==> config.mk <==
export PLATFORM = sky130hd
export DESIGN_NAME = crp_fifo
export DESIGN_NICKNAME = d
export VERILOG_FILES = /design/src/hw/rtl/crp_pkg.sv /design/src/hw/rtl/crp_fifo.sv
export SDC_FILE = /design/constraint.sdc
export NUM_CORES = 1
export LEC_CHECK = 0
export BUFFER_PORTS_ARGS = -buffer_cell sky130_fd_sc_hd__buf_2
export CORE_MARGIN = 3
export CORE_UTILIZATION = 39
export CTS_BUF_LIST = sky130_fd_sc_hd__clkbuf_4
export DETAILED_ROUTE_END_ITERATION = 7
export GPL_TIMING_DRIVEN = 0
export SYNTH_ARGS = -nofsm -noshare
export SYNTH_HDL_FRONTEND = slang
export SYNTH_SLANG_ARGS = --single-unit
==> constraint.sdc <==
create_clock -name clk_i -period 2.7 [get_ports clk_i]
set_input_delay 0.27 -clock clk_i [delete_from_list [all_inputs] [get_ports clk_i]]
set_output_delay 0.27 -clock clk_i [all_outputs]
set_load 0.005 [all_outputs]
==> src/hw/rtl/crp_pkg.sv <==
// Shared constants, types and helper functions for the caption pacing block.
// Used by every module of the block; depends on nothing.
`timescale 1ns / 1ps
package crp_pkg;

  localparam int unsigned STREAM_BYTES = 512;
  localparam int unsigned FINAL_BYTES  = 512;
  localparam int unsigned OUT_MAX      = 64;

  localparam int unsigned MAX_BYTES = (STREAM_BYTES > FINAL_BYTES) ? STREAM_BYTES : FINAL_BYTES;
  localparam int unsigned S_AW      = $clog2(STREAM_BYTES);
  localparam int unsigned F_AW      = $clog2(FINAL_BYTES);
  localparam int unsigned LEN_W     = $clog2(MAX_BYTES + 1);

  localparam int unsigned WGT_W = 13;
  localparam int unsigned ACC_W = $clog2(MAX_BYTES * 7200 + 1);
  localparam logic [WGT_W-1:0] W_MULTI = 13'd7200;
  localparam logic [WGT_W-1:0] W_SPACE = 13'd900;
  localparam logic [WGT_W-1:0] W_ALNUM = 13'd2600;
  localparam logic [WGT_W-1:0] W_OTHER = 13'd1800;

  localparam int unsigned CAP_W      = 7;
  localparam int unsigned VIS_W      = 10;
  localparam int unsigned FIFO_DEPTH = 4;
  localparam int unsigned FIFO_AW    = $clog2(FIFO_DEPTH);

  localparam logic [2:0] FUNC_STREAM = 3'd0;
  localparam logic [2:0] FUNC_FINAL  = 3'd1;
  localparam logic [2:0] FUNC_RECV   = 3'd2;
  localparam logic [2:0] FUNC_PLAY   = 3'd3;
  localparam logic [2:0] FUNC_DONE   = 3'd4;
  localparam logic [2:0] FUNC_SHOW   = 3'd5;
  localparam logic [2:0] FUNC_CLEAR  = 3'd6;

  typedef enum logic [2:0] {
    OP_STREAM,
    OP_FINAL,
    OP_RECV,
    OP_PLAY,
    OP_DONE,
    OP_SHOW,
    OP_CLEAR
  } op_e;

  typedef struct packed {
    op_e         op;
    logic [7:0]  text_byte;
    logic        text_first;
    logic [31:0] byte_count;
    logic        force_full;
  } cmd_t;

  // Length of the UTF-8 sequence that a lead byte announces, before clipping.
  function automatic logic [2:0] seq_len_raw(input logic [7:0] lead);
    logic [2:0] n;
    n = 3'd1;
    if (lead inside {[8'hc2:8'hdf]}) begin
      n = 3'd2;
    end else if (lead inside {[8'he0:8'hef]}) begin
      n = 3'd3;
    end else if (lead inside {[8'hf0:8'hf4]}) begin
      n = 3'd4;
    end
    return n;
  endfunction

  function automatic logic [WGT_W-1:0] seq_weight(input logic [7:0] lead, input logic multi);
    logic [WGT_W-1:0] w;
    if (multi) begin
      w = W_MULTI;
    end else if (lead inside {8'h20, [8'h09:8'h0d]}) begin
      w = W_SPACE;
    end else if (lead inside {[8'h30:8'h39], [8'h41:8'h5a], [8'h61:8'h7a]}) begin
      w = W_ALNUM;
    end else begin
      w = W_OTHER;
    end
    return w;
  endfunction

  function automatic logic is_cont(input logic [7:0] b);
    return b[7:6] == 2'b10;
  endfunction

endpackage

==> src/hw/rtl/crp_fifo.sv <==
// Short command queue between the front end and the back end.
// Depends on crp_pkg.
`timescale 1ns / 1ps
module crp_fifo (
  input  logic          clk_i,
  input  logic          rst_ni,
  input  logic          push_i,
  input  crp_pkg::cmd_t cmd_i,
  input  logic          pop_i,
  output logic          full_o,
  output logic          empty_o,
  output crp_pkg::cmd_t cmd_o
);

  crp_pkg::cmd_t                   mem_q [crp_pkg::FIFO_DEPTH];
  logic [crp_pkg::FIFO_AW-1:0]     wptr_q, wptr_d, rptr_q, rptr_d;
  logic [crp_pkg::FIFO_AW:0]       cnt_q, cnt_d;
  logic                            do_push, do_pop;

  assign full_o  = cnt_q == (crp_pkg::FIFO_AW + 1)'(crp_pkg::FIFO_DEPTH);
  assign empty_o = cnt_q == '0;
  assign do_push = push_i && !full_o;
  assign do_pop  = pop_i && !empty_o;
  assign cmd_o   = mem_q[rptr_q];

  always_comb begin
    wptr_d = wptr_q;
    rptr_d = rptr_q;
    cnt_d  = cnt_q;
    if (do_push) begin
      wptr_d = (wptr_q == crp_pkg::FIFO_AW'(crp_pkg::FIFO_DEPTH - 1)) ? '0 : wptr_q + 1'b1;
    end
    if (do_pop) begin
      rptr_d = (rptr_q == crp_pkg::FIFO_AW'(crp_pkg::FIFO_DEPTH - 1)) ? '0 : rptr_q + 1'b1;
    end
    if (do_push && !do_pop) begin
      cnt_d = cnt_q + 1'b1;
    end else if (do_pop && !do_push) begin
      cnt_d = cnt_q - 1'b1;
    end
  end

  always_ff @(posedge clk_i or negedge rst_ni) begin
    if (!rst_ni) begin
      wptr_q <= '0;
      rptr_q <= '0;
      cnt_q  <= '0;
    end else begin
      wptr_q <= wptr_d;
      rptr_q <= rptr_d;
      cnt_q  <= cnt_d;
    end
  end

  always_ff @(posedge clk_i) begin
    if (do_push) begin
      mem_q[wptr_q] <= cmd_i;
    end
  end

endmodule

-- Word-level counts from Yosys, hierarchy flattened
Memories as Yosys holds them, arrays and structs flattened.
Cells that the tools add are included.
- add/subtract/negate cells: 4
- equal/unequal tests: 3
- muxes and demuxes: 6
- reductions and logical operators: 10
- operators with widths (kind ; count):
    two-way mux 3 bit ; 2
    adder 2 x 1 -> 2 bit (second input constant) ; 2
    equality test 2 bit (second input constant) ; 2
    logical AND 1 bit ; 4
    zero test 1 bit ; 4
    two-way mux 2 bit ; 2
    adder 3 x 1 -> 3 bit (second input constant) ; 1
    equality test 3 bit (second input constant) ; 1
    zero test 3 bit ; 1
    subtractor 3 x 1 -> 3 bit (second input constant) ; 1
    two-way mux 1 bit ; 2
    nonzero test 2 bit ; 1
- register bits after elaboration: 7
- memory bits (writable): 180
- input bits: 49
- output and inout bits: 47
- logic and storage cells: 27
- memories: 1
- memory list (name ; words ; width ; read ports ; clocked after Yosys merged registers in ; write ports ; line ; RTL):
    mem_q ; 4 ; 45 ; 1 ; 0 ; 1 ; crp_fifo.sv:15 ; crp_pkg::cmd_t mem_q [crp_pkg::FIFO_DEPTH];

-- Longest topological paths before layout
Gate-level depths: netlist of run 1.
- word-level depth: 7
- mapped depth: 9
- mapped depth without buffers: 8

-- Least setup slack after synthesis of run 1
OpenSTA, ideal clock, no wires.
- path kind: reg2reg
- start point: register cnt_q[2] (netlist bit)
- end point: memory mem_q[0][0] (netlist bit), enable pin
- setup time: 407 ps
- arrival: 1941 ps
- data required time: 2293 ps
- setup slack: 352 ps
- cell stages (with the launch flop): 5
- buffers on the path: 1
- clock period less this slack: 2348 ps
- cell sequence: dfrtp_1 nor3b_2 nor2b_1 buf_2 and2_1
- word-level cells in the longest chain between the ends: 5
- RTL lines (element ; line ; RTL):
    start, declared ; crp_fifo.sv:17 ; logic [crp_pkg::FIFO_AW:0] cnt_q, cnt_d;
    start signal, assigned ; crp_fifo.sv:51 ; cnt_q <= cnt_d;
    equality test 3 bit ; crp_fifo.sv:20 ; assign full_o = cnt_q == (crp_pkg::FIFO_AW + 1)'(crp_pkg::FIFO_DEPTH);
    named net full_o ; crp_fifo.sv:10 ; output logic full_o,
    zero test 1 bit ; crp_fifo.sv:22 ; assign do_push = push_i && !full_o;
    logical AND 1 bit ; crp_fifo.sv:22 ;
    named net do_push ; crp_fifo.sv:18 ; logic do_push, do_pop;
    two-way mux 1 bit ; crp_fifo.sv:56 ; if (do_push) begin
    two-way mux 1 bit (not written as such) ; crp_fifo.sv:57 ; mem_q[wptr_q] <= cmd_i;
    end, declared ; crp_fifo.sv:15 ;
The timed path passes the listed nets, and every way through them passes these cells.

==> results of run 1 <==
[what timing repair did]
| action | 4_1_cts | 5_1_grt |
|---|---|---|
| setup buffers | 0 | 0 |
| endpoints found under the hold margin | 187 | 0 |
| hold buffers | 48 | 0 |
| setup endpoints to repair | 0 | 0 |
[kinds of logic (layout without fill, tap and decap cells)]
logic type               after synthesis  after routing  synth area share [%]
flip-flops                           187            187                  80.4
multiplexers                          49             49                  15.4
buffers and inverters                 14            193                  1.26
AND/OR/NAND/NOR                       10             10                 0.884
adder cells (fa/ha/maj)                7              7                  1.37
XOR/XNOR                               3              3                 0.379
AO/OA/AOI/OAI                          2              2                 0.289
[cells in the mapped netlist (all sizes together)]
library cell  number  share of area [%]
nor3               2               0.14
a21o               1               0.11
xnor2              1               0.13
inv                3               0.16
buf               11                1.1
dfrtp              7                2.5
edfxtp           180                 78
ha                 6                1.1
nor3b              1               0.18
mux4              45                 15
o31ai              1               0.18
fa                 1               0.29
nor2               2               0.11
and2               4               0.36
xor2               2               0.25
nor2b              1              0.090
mux2               4               0.76
[per-layer routing]
layer | share of wire (%) | GRT usage [%] | vias to the layer above
li1 | - | - | 1482
met1 | 43 | 17.7 | 1733
met2 | 51 | 22.5 | 83
met3 | 4.9 | 4.50 | 13
met4 | 1.2 | 4.48 | 0
met5 | 0 | 0 | -
[power by group through the flow]
| stage | Clock, mW | Combinational (mW) | Sequential [mW] |
|---|---|---|---|
| 6_report | 1.46 | 2.62 | 3.99 |
| 5_1_grt | 1.65 | 2.88 | 4.05 |
| 4_1_cts | 1.53 | 2.73 | 4.00 |
| 3_5_place_dp | 0 | 2.66 | 4.07 |
| 3_3_place_gp | 0 | 2.54 | 4.08 |
| 2_1_floorplan | 0 | 1.60 | 4.03 |
[metrics by stage]
step                total power [mW]  TNS, ps  instance area [sq um]
floorplan                       5.63        0                   6940
global placement                6.62  -115010                   7690
detailed placement              6.73        0                   7780
CTS                             8.25        0                   8530
global route                    8.58        0                   8530
finish                          8.07        0                   8530
[state kept, by name, summed over array words and instances (netlist names)]
signal  cells
rptr_q      2
cnt_q       3
mem_q     180
wptr_q      2
[worst max path at each step]
stage                         endpoint  slack [ps]
after detailed placement  mem_q[3][23]         520
final                        cmd_o[10]         320
after CTS                    cmd_o[10]         180
after floorplan            mem_q[0][0]         350
after global routing         cmd_o[12]         100
after global placement     mem_q[2][1]        -680
[critical path: cells and delay by family (launching register included)]
kind                   cells  cell delay, ps
multiplexers               1             530
flip-flops                 1             400
buffers and inverters      3             640
[final cells by class]
class,count,area share (%)
clock buffers,20,1.76
repair buffers,147,12.1
clock inverters,12,1.45
multi-input cells,71,14.9
plain buffers,11,0.894
inverters,3,0.132
flip-flops and latches,187,65.4
well taps,225,3.30
==> results.md, run 1 <==
- Setup-violating endpoint count in the final report: 0
- Actual slew at the worst max-slew pin: 719 ps
- Maximum frequency from static timing analysis: 420 MHz
- TritonCTS clock tree: done
- Most common cell after layout, fill and taps aside: sky130_fd_sc_hd__edfxtp_1
- Total overflow reported by the global router: 0
- Nets: 494
- Standby leakage power: 2.96 nW
- Area of the multi-input gates: 1270 sq um
- Type of the setup path with the least slack: flip-flop to primary output
- End point of the most critical hold path: rptr_q[0]
- Share of total power in sequential cells: 49.5%
- Post-synthesis register bit count: 187
- Non-filler instance count after layout: 676
- Length in cells of the worst reg-to-reg path: 5
- Final Critical Period: 2380 ps
- Switch share: 28.9%
- Vias per std cell: 4.90
- Horiz. Die Dim: 139 microns
- Clock Pin Slew Worst Setup and Hold Paths: 120 ps
- Average wire length per cell after detail routing: 18.6 microns
- Clock Path Buffers: 2
- Cell with the biggest individual delay on the critical path: sky130_fd_sc_hd__mux4_2
- Placer's final routability congestion estimate: 0.669
- Wire length of the first global-routing pass: 20.4 mm
- Top library cells by usage in the layout, fill and taps aside: 180 x sky130_fd_sc_hd__edfxtp_1, 102 x sky130_fd_sc_hd__buf_2, 48 x sky130_fd_sc_hd__dlygate4sd3_1
- Number of detailed-route iterations in the first pass: 4
- Y dimension of the die: 139 microns
- Post-detailed-routing wire length: 12.6 mm
- All-Layer GR Usage: 13.8%
- Part of the power in the clock network: 18.1%
- Starting density of the core: 40.0%
- Number of antenna repair diodes: 0
- Worst slack, placed: 518 ps
- Total via count after detailed routing: 3311
- Residual DRC count: 0
- Max stage delay on crit path: 530 ps
- CP Capture Type: primary output
- Final-report max-slew violation count: 0
- Post-detailed-route count of antenna-violating nets: 0
- # Max-Cap Violations: 0
- Worst-Skew Late Latency: 550 ps
- # H-tree levels: 4
- Number of buffer cells added on primary ports: 95
- Fill cell instance count of the final layout: 1436
- Register cell area after layout: 5580 sq um
- TritonCTS Buffers: 17
- Largest voltage drop on the vdd net: 387 uV
- Worst hold path stage count: 3
- Largest fanout on the critical path: 10
- I/O pin count: 96
- Die Footprint: 19400 sq um
- Number of nets in the synthesized netlist: 328
- Largest net degree at the start of global routing: 28
- Count of different cell masters after synthesis: 20
- Number of warning messages in the yosys log: 0
- CP Data Arrival Time: 2110 ps
- Required time at the endpoint of the critical path: 2430 ps
- Vias in the first global route: 3717
- Proportion of layout cells with a drive suffix above 1: 43.2%
- DPL Wire Length: 7.69 mm
- Sort of element at the start of the critical path: flip-flop
- Placement row count: 48
- Count of cells resized by post-cts repair: 0
- Pwr/cell area: 945 nW/um^2
- Average cell area after synthesis: 25.5 sq um
- Number of antenna violations at the first check in global routing: 0
- Gate power share: 32.5%
- Origin of the worst min-delay path: pop_i
- Tightest hold margin: 87.6 ps
- Internal power: 5.74 mW
- Number of cells after detailed placement: 596
- Net switching power of the design: 2.33 mW
- CTS Root Cell: sky130_fd_sc_hd__clkbuf_4
- Synthesized instance count: 272
- Final setup margin: 319 ps
- Maximum clock skew at final layout: 21.7 ps
- DRT iter0 DRCs: 196
- Reg2Reg Launch Point: cnt_q[2]
- Core region area: 17400 sq um
- Slack of the worst reg-to-reg path: 530 ps
- Fin util: 49.2%
- Sequential fraction of the synthesis area: 80.4%
- Netlist Area Pre-Place: 6940 sq um
- Area growth, synth to finish: 23.0%
- Share of the cycle needed by the critical path after routing: 88.2%
- Crit path cell chain: buf_4, buf_6, mux4_2, buf_2
- Slew Limit Headroom: 52.1%
- Number of failing hold endpoints at the final stage: 0
- Number of clock sinks: 187
- Setup repair after global routing missed its margin: no
- Type of the most critical hold path: input port to flip-flop
- Reg-to-Reg End: mem_q[3][35]
- Result of the run: finished, final reports clean
- Origin of the worst setup path: rptr_q[0]
Power figures use the tool's default switching activity.
==> run 2: changes to the inputs <==
Settings changed: SLEW_MARGIN from default to 20.
Clock period 2.7 ns to 2.2 ns, I/O delays scaled along.
==> run 2 against run 1 <==
  * Sequential share of layout area fell by 1.6 points
  * Critical path depth did not move
  * Combinational power rose by 38%
  * Clock-buffer cell count fell by 3
  * Die area did not move
  * Largest cell class unchanged
  * Largest power group unchanged
  * Highest routed layer unchanged
==> results.md, run 2 (synthesized netlist as in run 1, its figures left out) <==
- TritonCTS Buffers: 17 (unchanged)
- Average wire length per cell after detail routing: 18.5 microns (-0.60%)
- Number of buffer cells added on primary ports: 95 (unchanged)
- Largest fanout on the critical path: 5 (-5)
- Post-detailed-routing wire length: 12.6 mm (+0.29%)
- Internal power: 7.59 mW (+32%)
- Slew Limit Headroom: 51.5% (-0.58 points)
- Number of flip-flops under the largest register name: 180 (unchanged)
- CTS Root Cell: sky130_fd_sc_hd__clkbuf_4
- Area growth, synth to finish: 26.2%
- Horiz. Die Dim: 139 microns (unchanged)
- Required time at the endpoint of the critical path: 1980 ps (-450 ps)
- Area of the multi-input gates: 1290 sq um (+1.1%)
- Final setup margin: 25.3 ps (-294 ps)
- Result of the run: finished, final reports clean
- Largest voltage drop on the vdd net: 734 uV (+90%)
- Setup repair after global routing missed its margin: yes
- Number of antenna repair diodes: 0 (unchanged)
- Type of the setup path with the least slack: flip-flop to primary output
- Registers with the most flip-flops: mem_q x180, cnt_q x3
- Final-report max-slew violation count: 0 (unchanged)
- Share of total power in sequential cells: 46.5% (-3.0 points)
- Clock Path Buffers: 2 (unchanged)
- Standby leakage power: 3.06 nW (+3.3%)
- Sort of element at the start of the critical path: flip-flop
- Total overflow reported by the global router: 0 (unchanged)
- Number of detailed-route iterations in the first pass: 5 (+1)
- All-Layer GR Usage: 13.4% (-0.44 points)
- Number of clock sinks: 187 (unchanged)
- Part of the power in the clock network: 19.4% (+1.3 points)
- Maximum frequency from static timing analysis: 460 MHz
- Worst-Skew Late Latency: 550 ps (about the same)
- DRT iter0 DRCs: 234 (+19%)
- Top library cells by usage in the layout, fill and taps aside: 180 x sky130_fd_sc_hd__edfxtp_1, 95 x sky130_fd_sc_hd__buf_2, 48 x sky130_fd_sc_hd__dlygate4sd3_1
- Largest Register: mem_q
- Core region area: 17400 sq um (unchanged)
- Setup-violating endpoint count in the final report: 0 (unchanged)
- Worst slack, placed: 84.4 ps (-434 ps)
- Proportion of layout cells with a drive suffix above 1: 44.4% (+1.2 points)
- Gate power share: 34.1% (+1.6 points)
- Number of failing hold endpoints at the final stage: 0 (unchanged)
- Pwr/cell area: 1210 nW/um^2 (+28%)
- Most common cell after layout, fill and taps aside: sky130_fd_sc_hd__edfxtp_1
- Y dimension of the die: 139 microns (unchanged)
- Actual slew at the worst max-slew pin: 727 ps (+8.74 ps)
- Residual DRC count: 0 (unchanged)
- TritonCTS clock tree: done
- Fin util: 50.4% (+1.3 points)
- Starting density of the core: 40.0% (unchanged)
- Total negative setup slack: 0 ps (unchanged)
- Die Footprint: 19400 sq um (unchanged)
- Placement row count: 48 (unchanged)
- Final Critical Period: 2170 ps
- Power, Total: 10.6 mW (+31%)
- Type of the most critical hold path: input port to flip-flop
- DPL Wire Length: 7.07 mm (-8.0%)
- Register cell area after layout: 5580 sq um (about the same)
- Vias per std cell: 4.85 (-0.97%)
- Fill cell instance count of the final layout: 1410 (-1.8%)
- Net switching power of the design: 2.98 mW (+28%)
- Switch share: 28.2% (-0.70 points)
- Nets: 500 (+1.2%)
- Wire length of the first global-routing pass: 19.5 mm (-4.1%)
- Number of antenna violations at the first check in global routing: 0 (unchanged)
- CP Data Arrival Time: 1950 ps (-160 ps)
- Clock Pin Slew Worst Setup and Hold Paths: 150 ps (+30 ps)
- Maximum clock skew at final layout: 18.1 ps (-3.60 ps)
- Total via count after detailed routing: 3308 (-0.091%)
- I/O pin count: 96 (unchanged)
- # H-tree levels: 4 (unchanged)
- Share of the cycle needed by the critical path after routing: 98.8%
- CP Capture Type: primary output
- Post-detailed-route count of antenna-violating nets: 0 (unchanged)
- Placer's final routability congestion estimate: 0.690 (+3.2%)
- # Max-Cap Violations: 0 (unchanged)
- Vias in the first global route: 3513 (-5.5%)
- Largest net degree at the start of global routing: 46 (+64%)
-- run 2: changes by cell type in the layout (fill, tap and decap cells not counted), sizes merged --
cell,before,now
buf,110,113
bufinv,2,4
clkinv,7,6
inv,4,6
-- run 2: timing repair --
action,CTS,global route
endpoints found under the hold margin,189,0
cloned,1,3
endpoints found under the setup margin,43,46
pin swaps,0,0
gates resized for setup,19,5
buffers inserted,3,3
hold buffers,48,0
-- run 2: final timing paths --
kind	start	end	slack (ps)	cells after the start
setup / recovery	rptr_q[0]	cmd_o[38]	30	4
hold / removal	push_i	wptr_q[0]	240	4
setup reg to reg	cnt_q[2]	cnt_q[2]	160	9
hold reg to reg	cnt_q[2]	cnt_q[2]	590	2
max in group asynchronous	rst_ni	cnt_q[2]	1320	3
min in group asynchronous	rst_ni	wptr_q[1]	610	3
-- run 2: per-stage QoR --
stage | hold slack (ps) | instance area, sq um | std cells
3_5_place_dp | 67.6 | 7700 | 592
4_1_cts | 149 | 8640 | 676
2_1_floorplan | -75.6 | 6940 | 272
3_3_place_gp | 64.5 | 7700 | 592
6_report | 236 | 8750 | 682
5_1_grt | 175 | 8750 | 682
-- run 2: layout make-up --
class	count	area share (%)
Buffer	11	1.63
Multi-Input combinational cell	71	14.7
Tap cell	225	3.22
Clock buffer	17	1.46
Inverter	3	0.129
Sequential cell	187	63.8
Timing Repair Buffer	153	12.9
Clock inverter	15	2.23
-- run 2: metal layers --
| layer | GRT usage, % | wire [microns] |
|---|---|---|
| met5 | 0 | 0 |
| met4 | 4.48 | 122 |
| met3 | 4.19 | 591 |
| met2 | 21.0 | 6260 |
| met1 | 17.9 | 5660 |
-- run 2: power groups by stage --
stage / clock, mW / combinational [mW] / sequential (mW)
floorplan: 0 / 1.97 / 4.93
global placement: 0 / 3.11 / 4.96
detailed placement: 0 / 3.15 / 5.00
CTS: 2.11 / 3.51 / 4.92
global route: 2.25 / 3.96 / 4.99
finish: 2.05 / 3.61 / 4.91
-- run 2: worst max-delay path, cell delays in order (launching register included) --
cell and delay, ps:
sky130_fd_sc_hd__dfrtp_1 420, sky130_fd_sc_hd__buf_4 180, sky130_fd_sc_hd__clkbuf_16 160, sky130_fd_sc_hd__mux4_2 500, sky130_fd_sc_hd__buf_2 140
==> run 3: changes to the inputs <==
Settings changed: CTS_BUF_LIST sky130_fd_sc_hd__clkbuf_4 to sky130_fd_sc_hd__clkbuf_16.
==> run 3 against run 2 <==
  * Final area decreased by 2.0%
  * Register-to-register slack got worse by 40 ps
  * Clock-buffer cell count is the same
  * Worst hold slack worse by 220 ps
  * Critical path depth stayed put
  * Routed wire length is 3.3% lower
  * Largest power group unchanged
  * Highest routed layer unchanged
==> results.md, run 3 (synthesized netlist as in run 1, its figures left out) <==
- Result of the run: finished, final reports clean
- Total overflow reported by the global router: 0 (unchanged)
- Final Critical Period: 2090 ps (-86.3 ps)
- Vias per std cell: 4.88 (+0.53%)
- Maximum clock skew at final layout: 9.23 ps (-8.87 ps)
- Maximum frequency from static timing analysis: 479 MHz (+4.1%)
- Pwr/cell area: 1310 nW/um^2 (+8.7%)
- Starting density of the core: 40.0% (unchanged)
- DRT iter0 DRCs: 215 (-8.1%)
- Number of detailed-route iterations in the first pass: 5 (unchanged)
- Met2 layer usage reported by global route: 20.7% (-0.31 points)
- Required time at the endpoint of the critical path: 1980 ps (about the same)
- Largest net degree at the start of global routing: 46 (unchanged)
- Slew Limit Headroom: 51.3% (-0.18 points)
- Total negative setup slack: 0 ps (unchanged)
- Largest delay share family, worst path: multiplexers
- Number of antenna violations at the first check in global routing: 0 (unchanged)
- Proportion of layout cells with a drive suffix above 1: 45.7% (+1.3 points)
- Y dimension of the die: 139 microns (unchanged)
- Crit path cell chain: buf_12, buf_8, mux4_2, buf_2
- Met1 usage in global routing: 17.8% (-0.16 points)
- CP Capture Type: primary output
- Share of the cycle needed by the critical path after routing: 94.9% (-3.9 points)
- I/O pin count: 96 (unchanged)
- Setup repair after global routing missed its margin: no
- Sort of element at the start of the critical path: flip-flop
- Area growth, synth to finish: 23.7%
- Clock Path Buffers: 2 (unchanged)
- TritonCTS Buffers: 17 (unchanged)
- # Max-Cap Violations: 0 (unchanged)
- Met3 capacity usage during global routing: 3.40% (-0.79 points)
- Layer carrying the most global-route usage: met2
- Largest fanout on the critical path: 10 (+5)
- Average wire length per cell after detail routing: 18.9 microns (+2.2%)
- Placer's final routability congestion estimate: 0.690 (unchanged)
- Horiz. Die Dim: 139 microns (unchanged)
- Standby leakage power: 2.98 nW (-2.5%)
- Most common cell after layout, fill and taps aside: sky130_fd_sc_hd__edfxtp_1
- Largest Register: mem_q
- Cell with the biggest individual delay on the critical path: sky130_fd_sc_hd__mux4_2
- Post-CTS setup-driven buffer insertion count: 0 (-3)
- TritonCTS clock tree: done
- Type of the setup path with the least slack: flip-flop to primary output
- Die Footprint: 19400 sq um (unchanged)
- Slack of the worst reg-to-reg path: 120 ps (-40 ps)
- Number of flip-flops under the largest register name: 180 (unchanged)
- Vias in the first global route: 3403 (-3.1%)
- Clock Pin Slew Worst Setup and Hold Paths: 70 ps (-80 ps)
- Post-detailed-route count of antenna-violating nets: 0 (unchanged)
- Fill cell instance count of the final layout: 1420 (+0.71%)
- Final setup margin: 112 ps (+86.3 ps)
- Number of failing hold endpoints at the final stage: 0 (unchanged)
- Placement row count: 48 (unchanged)
- Area of the multi-input gates: 1290 sq um (unchanged)
- DPL Wire Length: 7.07 mm (unchanged)
- # H-tree levels: 4 (unchanged)
- Bufs and invs on worst path: 3 (unchanged)
- CP Data Arrival Time: 1870 ps (-80 ps)
- Final-report max-slew violation count: 0 (unchanged)
- Worst-Skew Late Latency: 420 ps (-130 ps)
- Residual DRC count: 0 (unchanged)
- Post-detailed-routing wire length: 12.2 mm (-3.3%)
- Largest voltage drop on the vdd net: 640 uV (-13%)
- Design area: 8580 sq um (-2.0%)
- Number of clock sinks: 187 (unchanged)
- Core region area: 17400 sq um (unchanged)
- Registers with the most flip-flops: mem_q x180, cnt_q x3
- Cell area after placement: 7700 sq um (unchanged)
- Type of the most critical hold path: input port to flip-flop
- Number of antenna repair diodes: 0 (unchanged)
- Setup-violating endpoint count in the final report: 0 (unchanged)
- All-Layer GR Usage: 13.2% (-0.20 points)
- Nets: 463 (-7.4%)
- CTS Root Cell: sky130_fd_sc_hd__clkbuf_16
- Top library cells by usage in the layout, fill and taps aside: 180 x sky130_fd_sc_hd__edfxtp_1, 96 x sky130_fd_sc_hd__buf_2, 45 x sky130_fd_sc_hd__mux4_2
- Worst slack, placed: 84.4 ps (unchanged)
- Wire length of the first global-routing pass: 19.3 mm (-1.1%)
- Max stage delay on crit path: 520 ps (+20 ps)
- Actual slew at the worst max-slew pin: 730 ps (+2.63 ps)
- Total via count after detailed routing: 3145 (-4.9%)
- Tightest hold margin: 18.5 ps (-218 ps)
- Fin util: 49.5% (-0.99 points)
- Number of buffer cells added on primary ports: 95 (unchanged)
- Register cell area after layout: 5580 sq um (about the same)
-- run 3: final timing paths --
check                               start           end  cells past startpoint
min in group asynchronous          rst_ni     wptr_q[1]                      2
worst min register to register   cnt_q[2]      cnt_q[2]                      1
worst max register to register   cnt_q[2]      cnt_q[2]                      9
worst min-delay path            cmd_i[38]  mem_q[3][38]                      1
worst max-delay path            rptr_q[0]      cmd_o[3]                      4
max in group asynchronous          rst_ni      cnt_q[2]                      2
-- run 3: area by class of cell --
class                   instances  share of cell area, %
plain buffers                  11                   1.34
clock buffers                  17                   4.96
clock inverters                15                   2.27
inverters                       3                  0.131
multi-input cells              71                   15.0
flip-flops and latches        187                   65.0
well taps                     225                   3.28
repair buffers                116                   7.99
-- run 3: stage by stage --
stage          std cells  total power, mW
4_1_cts              645             11.4
3_3_place_gp         592             8.07
5_1_grt              645             11.9
3_5_place_dp         592             8.15
6_report             645             11.3
2_1_floorplan        272             6.90
-- run 3: per-layer routing --
metal | part of all wire, % | up-vias
met2 | 50 | 74
li1 | - | 1426
met3 | 4.3 | 13
met5 | 0 | -
met4 | 1.4 | 0
met1 | 45 | 1632
-- run 3: worst register-to-register path: stages, from the launching register on --
cell,delay (ps)
sky130_fd_sc_hd__dfrtp_2,440
sky130_fd_sc_hd__nor3b_2,170
sky130_fd_sc_hd__nor2b_1,100
sky130_fd_sc_hd__buf_2,200
sky130_fd_sc_hd__ha_1,210
sky130_fd_sc_hd__inv_1,70
sky130_fd_sc_hd__fa_1,370
sky130_fd_sc_hd__xor2_1,170
sky130_fd_sc_hd__nor2_1,110
sky130_fd_sc_hd__xor2_1,150
-- run 3: repair_timing --
action,CTS,global route
endpoints found under the hold margin,81,0
hold buffers,21,0
gates resized for setup,1,13
endpoints found under the setup margin,34,40
-- run 3: where the power goes --
group	total [mW]	internal, mW	leakage [nW]	switching (mW)
clock	3.18	1.90	0.300	1.28
combinational	3.15	1.61	0.948	1.54
sequential	4.93	4.72	1.73	0.216
total	11.3	8.23	2.98	3.03
